`src/design/assert_macros.svh`:
```
// Assertion helpers, clocked on clk and disabled while arst_n is low.
`ifndef ASSERT_MACROS_SVH
`define ASSERT_MACROS_SVH

`ifndef ASSERT_OFF

`define ASSERT_IMPL(lbl, ante, cons) \
	lbl: assert property (@(posedge clk) disable iff (!arst_n) (ante) |-> (cons)) \
		else $error("assertion failed");

`define ASSERT_NEXT(lbl, ante, cons) \
	lbl: assert property (@(posedge clk) disable iff (!arst_n) (ante) |=> (cons)) \
		else $error("assertion failed");

`else

`define ASSERT_IMPL(lbl, ante, cons)

`define ASSERT_NEXT(lbl, ante, cons)

`endif

`endif

```
`src/design/mptpc_pkg.sv`:
```
`timescale 1ns / 1ps

package mptpc_pkg;

	typedef enum logic [4:0] {
		PH_IDLE     = 5'b00001,
		PH_COARSE   = 5'b00010,
		PH_SETTLE   = 5'b00100,
		PH_FINE_ON  = 5'b01000,
		PH_FINE_OFF = 5'b10000
	} phase_t;

	typedef enum logic [3:0] {
		CT_IDLE = 4'b0001,
		CT_SUB  = 4'b0010,
		CT_MUL  = 4'b0100,
		CT_FIN  = 4'b1000
	} ctl_t;

	localparam logic [1:0] REG_KP_GAIN     = 2'd0;
	localparam logic [1:0] REG_DRIVE_SCALE = 2'd1;
	localparam logic [1:0] REG_MIN_SPEED   = 2'd2;

	localparam logic [15:0] KP_GAIN_RST     = 16'd256;
	localparam logic [7:0]  DRIVE_SCALE_RST = 8'd1;
	localparam logic [7:0]  MIN_SPEED_RST   = 8'd40;

	localparam logic [7:0] COARSE_LIMIT = 8'd4;
	localparam logic [7:0] FINE_LIMIT   = 8'd5;
	localparam logic [7:0] SETTLE_TICKS = 8'd50;
	localparam logic [7:0] PULSE_TICKS  = 8'd10;
	localparam logic [7:0] REST_TICKS   = 8'd250;
	localparam logic [7:0] PULSE_DUTY   = 8'd50;
	localparam logic [7:0] DUTY_MAX     = 8'd255;

	localparam int KP_W = 16;

endpackage

```
`src/design/motor_position_two_phase_controller.sv`:
```
`timescale 1ns / 1ps
// Two-phase proportional position controller. A word with mode 1 latches a new
// target and answers from the CT_FIN state once the output is not stalled. A
// word with mode 0 is a tick carrying the encoder count; a bit-serial subtractor
// forms the position error in CT_SUB, a serial-parallel multiplier scales its
// magnitude by kp_gain in CT_MUL, and the answer leaves from CT_FIN. One word
// is worked on at a time; a new word is taken while the previous result still
// waits at the output.
`include "assert_macros.svh"

module motor_position_two_phase_controller
	import mptpc_pkg::*;
#(
	parameter int POS_WIDTH = 24
) (
	input  logic                        clk,
	input  logic                        arst_n,
	input  logic                        in_valid,
	output logic                        in_stall,
	input  logic                        mode,
	input  logic signed [POS_WIDTH-1:0] target,
	input  logic signed [POS_WIDTH-1:0] position,
	output logic                        out_valid,
	input  logic                        out_stall,
	output logic [7:0]                  pwm_duty,
	output logic                        direction,
	output logic                        busy_res,
	input  logic                        psel,
	input  logic                        penable,
	input  logic                        pwrite,
	input  logic [3:0]                  paddr,
	input  logic [31:0]                 pwdata,
	output logic [31:0]                 prdata,
	output logic                        pready
);

	localparam int SUB_LAST = POS_WIDTH;
	localparam int MUL_LAST = POS_WIDTH + KP_W;
	localparam int CW       = $clog2(MUL_LAST + 1);

	logic [15:0] kp_gain_q;
	logic [7:0]  drive_scale_q;
	logic [7:0]  min_speed_q;

	ctl_t                        ctl_q;
	logic [CW-1:0]               cnt_q;
	logic                        mode_q;
	phase_t                      phase_q;
	logic signed [POS_WIDTH-1:0] target_hold_q;
	logic [7:0]                  tick_timer_q;
	logic                        dir_hold_q;
	logic [7:0]                  duty_hold_q;

	logic                 out_valid_q;
	logic [7:0]           pwm_duty_q;
	logic                 direction_q;
	logic                 busy_res_q;

	logic [POS_WIDTH-1:0] tgt_sh_q;
	logic [POS_WIDTH-1:0] pos_sh_q;
	logic [POS_WIDTH:0]   err_sh_q;
	logic                 carry_q;
	logic                 nz_q;
	logic                 seen_q;
	logic [KP_W-1:0]      acc_q;
	logic [7:0]           corr_q;
	logic                 sat_q;

	logic cfg_wr;
	logic in_acc;
	logic fin_go;

	logic            sub_a;
	logic            sub_b;
	logic            sub_d;
	logic            sub_c;
	logic            mul_bit;
	logic [KP_W-1:0] mul_pp;
	logic [KP_W:0]   mul_sum;

	logic        gt_coarse;
	logic        gt_fine;
	logic [15:0] prod;
	logic [7:0]  duty_raw;
	logic [7:0]  duty_coarse;
	logic        dir_eval;
	logic [7:0]  tick_dec;

	phase_t     ph_n;
	logic [7:0] tm_n;
	logic [7:0] duty_n;
	logic       dir_n;

	assign pready    = 1'b1;
	assign cfg_wr    = psel & penable & pwrite & pready;
	assign in_stall  = (ctl_q != CT_IDLE);
	assign in_acc    = in_valid & ~in_stall;
	assign fin_go    = (ctl_q == CT_FIN) & (~out_valid_q | ~out_stall);
	assign out_valid = out_valid_q;
	assign pwm_duty  = pwm_duty_q;
	assign direction = direction_q;
	assign busy_res  = busy_res_q;

	always_comb begin
		unique case (paddr[3:2])
			REG_KP_GAIN:     prdata = {16'd0, kp_gain_q};
			REG_DRIVE_SCALE: prdata = {24'd0, drive_scale_q};
			REG_MIN_SPEED:   prdata = {24'd0, min_speed_q};
			default:         prdata = '0;
		endcase
	end

	always_ff @(posedge clk or negedge arst_n) begin
		if (!arst_n) begin
			kp_gain_q     <= KP_GAIN_RST;
			drive_scale_q <= DRIVE_SCALE_RST;
			min_speed_q   <= MIN_SPEED_RST;
		end else if (cfg_wr) begin
			unique case (paddr[3:2])
				REG_KP_GAIN:     kp_gain_q     <= pwdata[15:0];
				REG_DRIVE_SCALE: drive_scale_q <= pwdata[7:0];
				REG_MIN_SPEED:   min_speed_q   <= pwdata[7:0];
				default:         ;
			endcase
		end
	end

	// The error target_hold - position is formed LSB first as a + ~b + 1.
	assign sub_a = tgt_sh_q[0];
	assign sub_b = ~pos_sh_q[0];
	assign sub_d = sub_a ^ sub_b ^ carry_q;
	assign sub_c = (sub_a & sub_b) | (sub_a & carry_q) | (sub_b & carry_q);

	// A negative error is negated on the fly: bits flip after the first one.
	assign mul_bit = err_sh_q[0] ^ (err_sh_q[POS_WIDTH] & seen_q);
	assign mul_pp  = mul_bit ? kp_gain_q : '0;
	assign mul_sum = {1'b0, acc_q} + {1'b0, mul_pp};

	always_ff @(posedge clk) begin
		if (in_acc) begin
			tgt_sh_q <= target_hold_q;
			pos_sh_q <= position;
			carry_q  <= 1'b1;
			nz_q     <= 1'b0;
		end else if (ctl_q == CT_SUB) begin
			tgt_sh_q <= {tgt_sh_q[POS_WIDTH-1], tgt_sh_q[POS_WIDTH-1:1]};
			pos_sh_q <= {pos_sh_q[POS_WIDTH-1], pos_sh_q[POS_WIDTH-1:1]};
			err_sh_q <= {sub_d, err_sh_q[POS_WIDTH:1]};
			carry_q  <= sub_c;
			nz_q     <= nz_q | sub_d;
			acc_q    <= '0;
			seen_q   <= 1'b0;
			corr_q   <= '0;
			sat_q    <= 1'b0;
		end else if (ctl_q == CT_MUL) begin
			err_sh_q <= {err_sh_q[POS_WIDTH], err_sh_q[POS_WIDTH:1]};
			seen_q   <= seen_q | err_sh_q[0];
			acc_q    <= mul_sum[KP_W:1];
			if ((cnt_q >= CW'(8)) && (cnt_q < CW'(16))) begin
				corr_q <= {mul_sum[0], corr_q[7:1]};
			end
			if ((cnt_q >= CW'(16)) && mul_sum[0]) begin
				sat_q <= 1'b1;
			end
		end
	end

	assign gt_coarse = sat_q | (corr_q > COARSE_LIMIT);
	assign gt_fine   = sat_q | (corr_q > FINE_LIMIT);
	assign prod      = 16'(corr_q) * 16'(drive_scale_q);

	always_comb begin
		if (sat_q) begin
			duty_raw = (drive_scale_q != 8'd0) ? DUTY_MAX : 8'd0;
		end else if (prod > 16'(DUTY_MAX)) begin
			duty_raw = DUTY_MAX;
		end else begin
			duty_raw = prod[7:0];
		end
	end

	assign duty_coarse = (duty_raw < min_speed_q) ? min_speed_q : duty_raw;
	assign dir_eval    = err_sh_q[POS_WIDTH] ? 1'b0 : (nz_q ? 1'b1 : dir_hold_q);
	assign tick_dec    = (tick_timer_q != 8'd0) ? (tick_timer_q - 8'd1) : 8'd0;

	always_comb begin
		ph_n   = phase_q;
		tm_n   = tick_timer_q;
		duty_n = duty_hold_q;
		dir_n  = dir_hold_q;
		if (mode_q) begin
			ph_n   = PH_COARSE;
			tm_n   = 8'd0;
			duty_n = 8'd0;
		end else begin
			unique case (phase_q)
				PH_COARSE: begin
					dir_n = dir_eval;
					if (gt_coarse) begin
						duty_n = duty_coarse;
					end else begin
						duty_n = 8'd0;
						ph_n   = PH_SETTLE;
						tm_n   = SETTLE_TICKS;
					end
				end
				PH_SETTLE, PH_FINE_OFF: begin
					duty_n = 8'd0;
					tm_n   = tick_dec;
					if (tick_dec == 8'd0) begin
						dir_n = dir_eval;
						if (gt_fine) begin
							ph_n   = PH_FINE_ON;
							tm_n   = PULSE_TICKS;
							duty_n = PULSE_DUTY;
						end else begin
							ph_n = PH_IDLE;
						end
					end
				end
				PH_FINE_ON: begin
					tm_n = tick_dec;
					if (tick_dec == 8'd0) begin
						duty_n = 8'd0;
						ph_n   = PH_FINE_OFF;
						tm_n   = REST_TICKS;
					end else begin
						duty_n = PULSE_DUTY;
					end
				end
				default: begin
					ph_n   = PH_IDLE;
					tm_n   = 8'd0;
					duty_n = 8'd0;
				end
			endcase
		end
	end

	always_ff @(posedge clk or negedge arst_n) begin
		if (!arst_n) begin
			ctl_q         <= CT_IDLE;
			cnt_q         <= '0;
			mode_q        <= 1'b0;
			phase_q       <= PH_IDLE;
			target_hold_q <= '0;
			tick_timer_q  <= '0;
			dir_hold_q    <= 1'b0;
			duty_hold_q   <= '0;
			out_valid_q   <= 1'b0;
			pwm_duty_q    <= '0;
			direction_q   <= 1'b0;
			busy_res_q    <= 1'b0;
		end else begin
			if (out_valid_q && !out_stall && !fin_go) begin
				out_valid_q <= 1'b0;
			end
			unique case (ctl_q)
				CT_IDLE: begin
					if (in_acc) begin
						mode_q <= mode;
						cnt_q  <= '0;
						if (mode) begin
							target_hold_q <= target;
							ctl_q         <= CT_FIN;
						end else begin
							ctl_q <= CT_SUB;
						end
					end
				end
				CT_SUB: begin
					if (cnt_q == CW'(SUB_LAST)) begin
						cnt_q <= '0;
						ctl_q <= CT_MUL;
					end else begin
						cnt_q <= cnt_q + 1'b1;
					end
				end
				CT_MUL: begin
					if (cnt_q == CW'(MUL_LAST)) begin
						cnt_q <= '0;
						ctl_q <= CT_FIN;
					end else begin
						cnt_q <= cnt_q + 1'b1;
					end
				end
				CT_FIN: begin
					if (fin_go) begin
						phase_q      <= ph_n;
						tick_timer_q <= tm_n;
						duty_hold_q  <= duty_n;
						dir_hold_q   <= dir_n;
						out_valid_q  <= 1'b1;
						pwm_duty_q   <= duty_n;
						direction_q  <= dir_n;
						busy_res_q   <= (ph_n != PH_IDLE);
						ctl_q        <= CT_IDLE;
					end
				end
				default: ctl_q <= CT_IDLE;
			endcase
		end
	end

	`ASSERT_NEXT(a_accept_starts, in_valid && !in_stall, ctl_q != CT_IDLE)
	`ASSERT_IMPL(a_idle_off, out_valid && !busy_res, pwm_duty == 8'd0)
	`ASSERT_IMPL(a_cnt_range, ctl_q == CT_MUL, cnt_q <= CW'(MUL_LAST))
	`ASSERT_NEXT(a_fin_delivers, fin_go, out_valid && ctl_q == CT_IDLE)

endmodule

```
`config.mk`:
```
export PLATFORM = sky130hd
export DESIGN_NAME = motor_position_two_phase_controller
export DESIGN_NICKNAME = d
export VERILOG_FILES = /design/src/design/mptpc_pkg.sv /design/src/design/motor_position_two_phase_controller.sv
export VERILOG_INCLUDE_DIRS = /design/src /design/src/design
export SDC_FILE = /design/constraint.sdc
export NUM_CORES = 1
export LEC_CHECK = 0
export BUFFER_PORTS_ARGS = -buffer_cell sky130_fd_sc_hd__buf_2
export CAP_MARGIN = 20
export CORE_MARGIN = 2
export CORE_UTILIZATION = 40
export CTS_BUF_LIST = sky130_fd_sc_hd__clkbuf_8 sky130_fd_sc_hd__clkbuf_16
export DETAILED_ROUTE_END_ITERATION = 10
export SYNTH_ARGS = -nofsm -noshare
export SYNTH_HDL_FRONTEND = slang
export SYNTH_SLANG_ARGS = --single-unit
```
`constraint.sdc`:
```
create_clock -name clk -period 8.06 [get_ports clk]
set_input_delay 1.209 -clock clk [delete_from_list [all_inputs] [get_ports clk]]
set_output_delay 1.209 -clock clk [all_outputs]
set_load 0.005 [all_outputs]
```
==> results of run 1 <==
## report_power, final
part	switching, W	internal (W)
Clock	0.000412	0.000417
Combinational	0.00133	0.000914
Sequential	0.000190	0.00151
Total	0.00193	0.00284
## layout make-up
class                           instances  area, sq um
Clock buffer                           17        425.4
Clock inverter                         15        170.2
Fill cell                            2741        15530
Inverter                               87        326.6
Multi-Input combinational cell        832         5768
Sequential cell                       192         5298
Tap cell                              384        480.5
Timing Repair Buffer                  113        625.6
## logic make-up (layout without fill, tap and decap cells)
group	Yosys count	after routing	synth area share
other	2	17	0.0006466
xor gates and xnor gates	16	16	0.01271
AOI/OAI and AO/OA	167	167	0.09318
and+or+nand+nor	471	471	0.1941
buffers and inverters	142	232	0.05278
DFF	192	192	0.4561
adders and majority gates	101	101	0.1334
muxes	60	60	0.05709
## cell usage in the layout, fill, tap and decap left out, drive strengths merged, types with 12 or more instances in the layout
cell type	synthesis	layout
nor2	57	57
edfxtp	99	99
conb	2	17
buf	24	112
ha	63	63
nor3	20	20
and2	66	66
mux2	50	50
inv	86	93
a21oi	33	33
nand4	13	13
fa	38	38
o211ai	12	12
nand3	24	24
o21ai	56	56
nand2	229	229
clkbuf	29	18
dfrtp	85	85
nor2b	20	20
## per-stage QoR
step	util	hold slack (ns)	power [W]	std cells	area, sq um
floorplan	-	0.4003	0.003394	1166	11670
global placement	0.4346	0.4036	0.003907	1604	12440
detailed placement	0.4348	0.4056	0.003956	1605	12450
CTS	0.4556	0.4253	0.004808	1637	13040
global route	0.4574	0.4291	0.005204	1640	13090
finish	0.4574	0.4211	0.004773	1640	13090
## worst reg2reg max path, delay by kind of cell (launching register included)
kind | cells | cell delay, ns
AOI/OAI and AO/OA | 5 | 1.20
adders and majority gates | 6 | 2.77
buffers and inverters | 3 | 0.19
DFF | 1 | 0.55
and+or+nand+nor | 9 | 2.67
## synth_stat cells (12+ instances only)
library cell / n
nor2b_1: 20
and2_1: 66
mux2_2: 50
nor2_1: 56
nand2_1: 229
a21oi_1: 33
clkbuf_1: 29
nand4_1: 13
ha_1: 63
nor3_1: 20
inv_1: 86
edfxtp_1: 99
fa_1: 38
buf_4: 18
dfrtp_1: 85
o21ai_0: 51
o211ai_1: 12
nand3_1: 23
## state kept, by name, summed over array words and instances (netlist names), 4 cells and up
register       cells
err_sh_q          25
pos_sh_q          24
target_hold_q     24
tgt_sh_q          24
acc_q             16
kp_gain_q         16
corr_q             8
drive_scale_q      8
min_speed_q        8
pwm_duty           8
tick_timer_q       8
cnt_q              6
phase_q            5
ctl_q              4
## how the worst max path moves through the flow
stage	startpoint	endpoint	slack (ns)	cells after the start
finish	corr_q[2]	pwm_duty[1]	0.57	23
global route	corr_q[2]	pwm_duty[1]	0.1	24
CTS	corr_q[2]	pwm_duty[6]	0.56	23
detailed placement	corr_q[2]	pwm_duty[5]	0.57	23
global placement	corr_q[2]	pwm_duty[2]	0.68	23
floorplan	corr_q[2]	pwm_duty[4]	1.34	25
## metal layers
layer,vias up,wire (um)
li1,4112,-
met1,4059,11340
met2,140,11990
met3,22,884
met4,2,399
met5,-,13
==> metrics, run 1 <==
Max-slew headroom=0.3917; global-route track usage on met2=0.2806; IO buf count=101; Post-CTS Setup Bufs=0; Inserted Clock Buffers=17; First DRT Iteration DRCs=533; die width=roughly 170 um; area share of the largest cell type after synthesis=0.2560; vias per std cell=slightly above 5; number of buffers between clock root and the deepest sink=2; total negative slack for setup checks=0 ns; post-synthesis cell area=11,610 sq um; die height=around 170 um; delay of the slowest cell on the worst path=0.56 ns; number of hold-repair buffers added at the cts stage=0; DP HPWL=18,100 um; actual slew at the worst max-slew pin=0.9125 ns; antenna violations before repair=1; clk_skew=~0.0094 ns; GR peak layer=met2; wire length of the first global-routing pass=40,900 um; die area=30,420 sq um; met1 Track Usage GR=0.2190; Yosys warning total=0; combined global-route utilization of all metal layers=0.1656; crit path setup slack, layout=0.5683 ns; required time at the endpoint of the critical path=8.38 ns; count of nets after finishing=1,436; ordered cell list for the critical path=and2_1, fa_1, fa_1, fa_1, inv_1, fa_1, inv_1, ha_1, or2b_1, o32ai_1, or4_1, or4_4, nor4_4, nand4b_4, o21ai_1, inv_1, ha_1, nand4_1, o21ai_0, nand3_1, a31oi_2, nor2_4, o311ai_1; number of setup violations in the final report=0; FMAX=0.1335 GHz; total length of routed wires=24,630 um; total inserted antenna cells=0; final worst path period share=0.9295; vias in the first global route=8,171; Worst Reg-to-Reg Cells=23; count of clock tree sinks=192; critical path arrival=7.81 ns; number of slew-limit violations in the final report=0; class of the most critical setup path=reg2reg; count of buffer and inverter cells on the critical path=3; clock insertion delay at the later pin of the skew report=between 0.4 and 0.5 ns; kind of start point of the critical path=flip-flop; result of the run=completed; Worst setup EP type=flip-flop; Root Driver=clkbuf_16; maximum level of the CTS H-tree=4; largest net degree at the start of global routing=64; max-cap violations=0; io pins=137; drt wl/cell=15.02 um; leakage dissipation=5.919 nW; slack of the worst reg-to-reg path=roughly 0.57 ns; peak supply drop=between 0.00015 and 0.0002 V; Avg Inst Size Synth=just over 10 sq um; endpoint of the worst register-to-register path=pwm_duty[1]; #FFs+latches synth=about 190; global-route track usage on met3=0.02800; hold endpoint=err_sh_q[7]; setup repair after global routing missed its margin=no; proportion of synthesized flip-flops having asynchronous set or reset=0.4740; TritonRoute pass-1 iters=6; startpoint of the most critical hold path=err_sh_q[8]; most used flip-flop cell after synthesis=edfxtp_1; # resized after CTS=0; GR Overflow Total=0; number of failing hold endpoints at the final stage=0; Placement Setup Slack=0.5727 ns; time the final worst path needs with I/O delays and setup=7.492 ns; total power per unit cell area=364.5 nW/um^2; clock-pin slew of the registers on the worst-case setup and hold paths=0.08 ns; top cell family by delay on the critical path=adder cells; number of unique standard cell types used by synthesis=around 80; standard-cell rows=62; Hold Path Depth=0; post-route DRC violation count=0; initial cell density of the core=0.4058; global placer's final weighted congestion=0.8219; top fanout value on the critical path=11; Reg2Reg Launch Point=corr_q[2]; TritonCTS clock tree=yes; DRT antenna net count=0; path class of the lowest-slack min-delay path=reg2reg; number of synthesized flops with an enable pin=99; standard cell with the maximum stage delay on the critical path=nor4_4; dominant cells by area after synthesis=edfxtp_1, dfrtp_1, nand2_1; detailed-route via count=8,335; layout cell share with drive strength beyond 1=0.1736; core region area=28,630 sq um; Synth Instances=between 1,000 and 1,500; area growth from synthesis to final layout=12.73%; most used cell, CP=fa_1; cell type with the highest aggregate area in the netlist=edfxtp_1; sequential fraction of the synthesis area=0.4561
(Power assumes the default switching activity.)
==> inputs of run 2 (changes only) <==
- BUFFER_PORTS_ARGS: -buffer_cell sky130_fd_sc_hd__buf_2 -> -buffer_cell sky130_fd_sc_hd__buf_4
- CORE_MARGIN: 2 -> unset
==> run 2 against run 1 <==
Compared with the run above:
- non-clock buffer count stayed put
- die area is 2.3% lower
- global-route usage is 0.98 points higher
- combinational power hardly changed
- cell count stayed put
- maximum frequency is 0.17% higher
- design area is 2.0% higher
- hold slack worse by 0.0015 ns
- routed wire length is 0.17% lower
- critical endpoint is now pwm_duty[6]
==> metrics, run 2 (synthesized netlist as in run 1, its figures left out) <==
setup repair after global routing missed its margin=no; net switching share of the total power=0.4033 (-0.001274); register share of total power=0.354 (-0.002); Root Driver=clkbuf_16; Post-Place Cells=1,606 (+0.062%); total length of routed wires=24,590 um (-0.17%); max-cap violations=0 (unchanged); Post-CTS Setup Bufs=0 (unchanged); number of hold-repair buffers added at the cts stage=0 (unchanged); core region area=28,630 sq um (unchanged); Placement Setup Slack=0.5974 ns (+0.02468 ns); final worst path period share=0.9279 (-0.001553); drt wl/cell=14.99 um (-0.17%); clock insertion delay at the later pin of the skew report=0.43 ns (about the same); kind of start point of the critical path=flip-flop; wire length of the first global-routing pass=40,830 um (-0.19%); io pins=137 (unchanged); combined global-route utilization of all metal layers=0.1754 (+0.009800); clock power share=0.174 (about the same); vias per std cell=5.092 (+0.19%); TritonRoute pass-1 iters=5 (-1); class of the most critical setup path=reg2reg; path class of the lowest-slack min-delay path=reg2reg; time the final worst path needs with I/O delays and setup=7.479 ns (-0.01252 ns); flip-flop count of the largest register after layout=25 (unchanged); Worst setup EP type=flip-flop; # resized after CTS=0 (unchanged); required time at the endpoint of the critical path=8.38 ns (about the same); DRT antenna net count=0 (unchanged); standard-cell rows=62 (unchanged); Inserted Clock Buffers=17 (unchanged); leading cell types in the layout, fill and taps excluded=nand2_1, buf_4, edfxtp_1; antenna violations before repair=0 (-1); number of slew-limit violations in the final report=0 (unchanged); peak supply drop=0.0001985 V (+16%); global placer's final weighted congestion=0.8112 (-1.3%); count of clock tree sinks=192 (unchanged); crit path setup slack, layout=0.5809 ns (+0.01252 ns); die height=172.4 um (-1.1%); result of the run=completed; detailed-route via count=8,351 (+0.19%); largest register by flop count=err_sh_q; First DRT Iteration DRCs=463 (-13%); most common cell after layout, fill and taps aside=nand2_1; actual slew at the worst max-slew pin=0.9323 ns (+0.01978 ns); total inserted antenna cells=0 (unchanged); maximum level of the CTS H-tree=4 (unchanged); Int Pwr=0.002874 W (+1.1%); combinational power share=0.472 (+0.002); largest net degree at the start of global routing=71 (+11%); total negative slack for setup checks=0 ns (unchanged); number of setup violations in the final report=0 (unchanged); clk_skew=0.01431 ns (+0.004916 ns); vias in the first global route=8,060 (-1.4%); GR Overflow Total=0 (unchanged); net switching component of the power=0.001943 W (+0.60%); critical path arrival=7.80 ns (about the same); area growth from synthesis to final layout=14.96%; Max-slew headroom=0.3747 (-0.01693); layout cell share with drive strength beyond 1=0.1736 (unchanged); TritonCTS clock tree=yes; number of buffers between clock root and the deepest sink=2 (unchanged); post-layout instance count excluding filler cells=1,640 (unchanged); die area=29,720 sq um (-2.3%); DP HPWL=17,940 um (-0.87%); top fanout value on the critical path=11 (unchanged); IO buf count=101 (unchanged); number of failing hold endpoints at the final stage=0 (unchanged); total power per unit cell area=360.8 nW/um^2 (-1.0%); FMAX=0.1337 GHz (+0.17%); die width=172.4 um (-1.1%); leakage dissipation=5.992 nW (+1.2%); count of nets after finishing=1,436 (unchanged); number of fillers in the final layout=2,692 (-1.8%); initial cell density of the core=0.4058 (unchanged); post-route DRC violation count=0 (unchanged); clock-pin slew of the registers on the worst-case setup and hold paths=0.08 ns (about the same)
==> run 2: changes by cell type in the layout (fill, tap and decap cells not counted), sizes merged <==
cell,delta
buf,+1
inv,+1
clkinv,-2
clkbuf,-1
clkinvlp,+1
==> run 2: stage by stage <==
stage | util | hold slack [ns] | cell area [sq um] | total power, W
2_1_floorplan | - | 0.4003 | 11670 | 0.003394
3_3_place_gp | 0.4439 | 0.4054 | 12710 | 0.003945
3_5_place_dp | 0.4439 | 0.4062 | 12710 | 0.003985
4_1_cts | 0.4646 | 0.4232 | 13300 | 0.004846
5_1_grt | 0.4665 | 0.4292 | 13350 | 0.005239
6_report | 0.4665 | 0.4196 | 13350 | 0.004817
==> run 2: power groups by stage <==
| stage | registers (W) | clock network [W] | logic [W] |
|---|---|---|---|
| final | 0.00170 | 0.000840 | 0.00227 |
| after global routing | 0.00175 | 0.000903 | 0.00259 |
| after CTS | 0.00171 | 0.000860 | 0.00227 |
| after detailed placement | 0.00173 | 0 | 0.00226 |
| after global placement | 0.00172 | 0 | 0.00222 |
| after floorplan | 0.00164 | 0 | 0.00175 |
==> run 2: layout make-up <==
type / instances / area (sq um) / area share
clock buffers: 17 / 425.4 / 0.03186
clock inverters: 15 / 166.4 / 0.01246
inverters: 87 / 326.6 / 0.02446
multi-input cells: 832 / 5768 / 0.4320
flip-flops and latches: 192 / 5298 / 0.3967
well taps: 384 / 480.5 / 0.03598
repair buffers: 113 / 888.4 / 0.06653
==> run 2: per-layer routing <==
layer  GRT usage  wire length (um)  vias up
met5           0                 0        -
met4     0.05310               312        0
met3     0.02861               939       20
met2      0.2965             12140      147
met1      0.2300             11190     4068
li1            -                 -     4116
==> run 2: path summary, 6_finish.rpt <==
path                               from                 to  slack [ns]  cells past startpoint
max                           corr_q[2]        pwm_duty[6]        0.58                     23
min                        err_sh_q[16]       err_sh_q[15]        0.42                      0
min reg2reg                err_sh_q[16]       err_sh_q[15]        0.42                      0
max in group asynchronous        arst_n      kp_gain_q[10]        6.19                      2
max reg2reg                   corr_q[2]        pwm_duty[6]        0.58                     23
min in group asynchronous        arst_n  target_hold_q[12]        0.65                      1
==> run 2: critical path, cell delays in order (launching register included) <==
cell and delay [ns]:
edfxtp_1 0.54, and2_1 0.25, fa_1 0.50, fa_1 0.52, fa_1 0.54, inv_1 0.06, fa_1 0.53, inv_1 0.04
ha_1 0.35, or2b_1 0.23, o32ai_1 0.09, or4_1 0.55, or4_4 0.51, nor4_4 0.56, nand4b_4 0.24, o21a_1 0.24
ha_1 0.29, a21o_1 0.16, a21o_1 0.16, a21oi_1 0.18, nand2_1 0.09, o21ai_1 0.45, nand4_1 0.17, o311ai_1 0.12
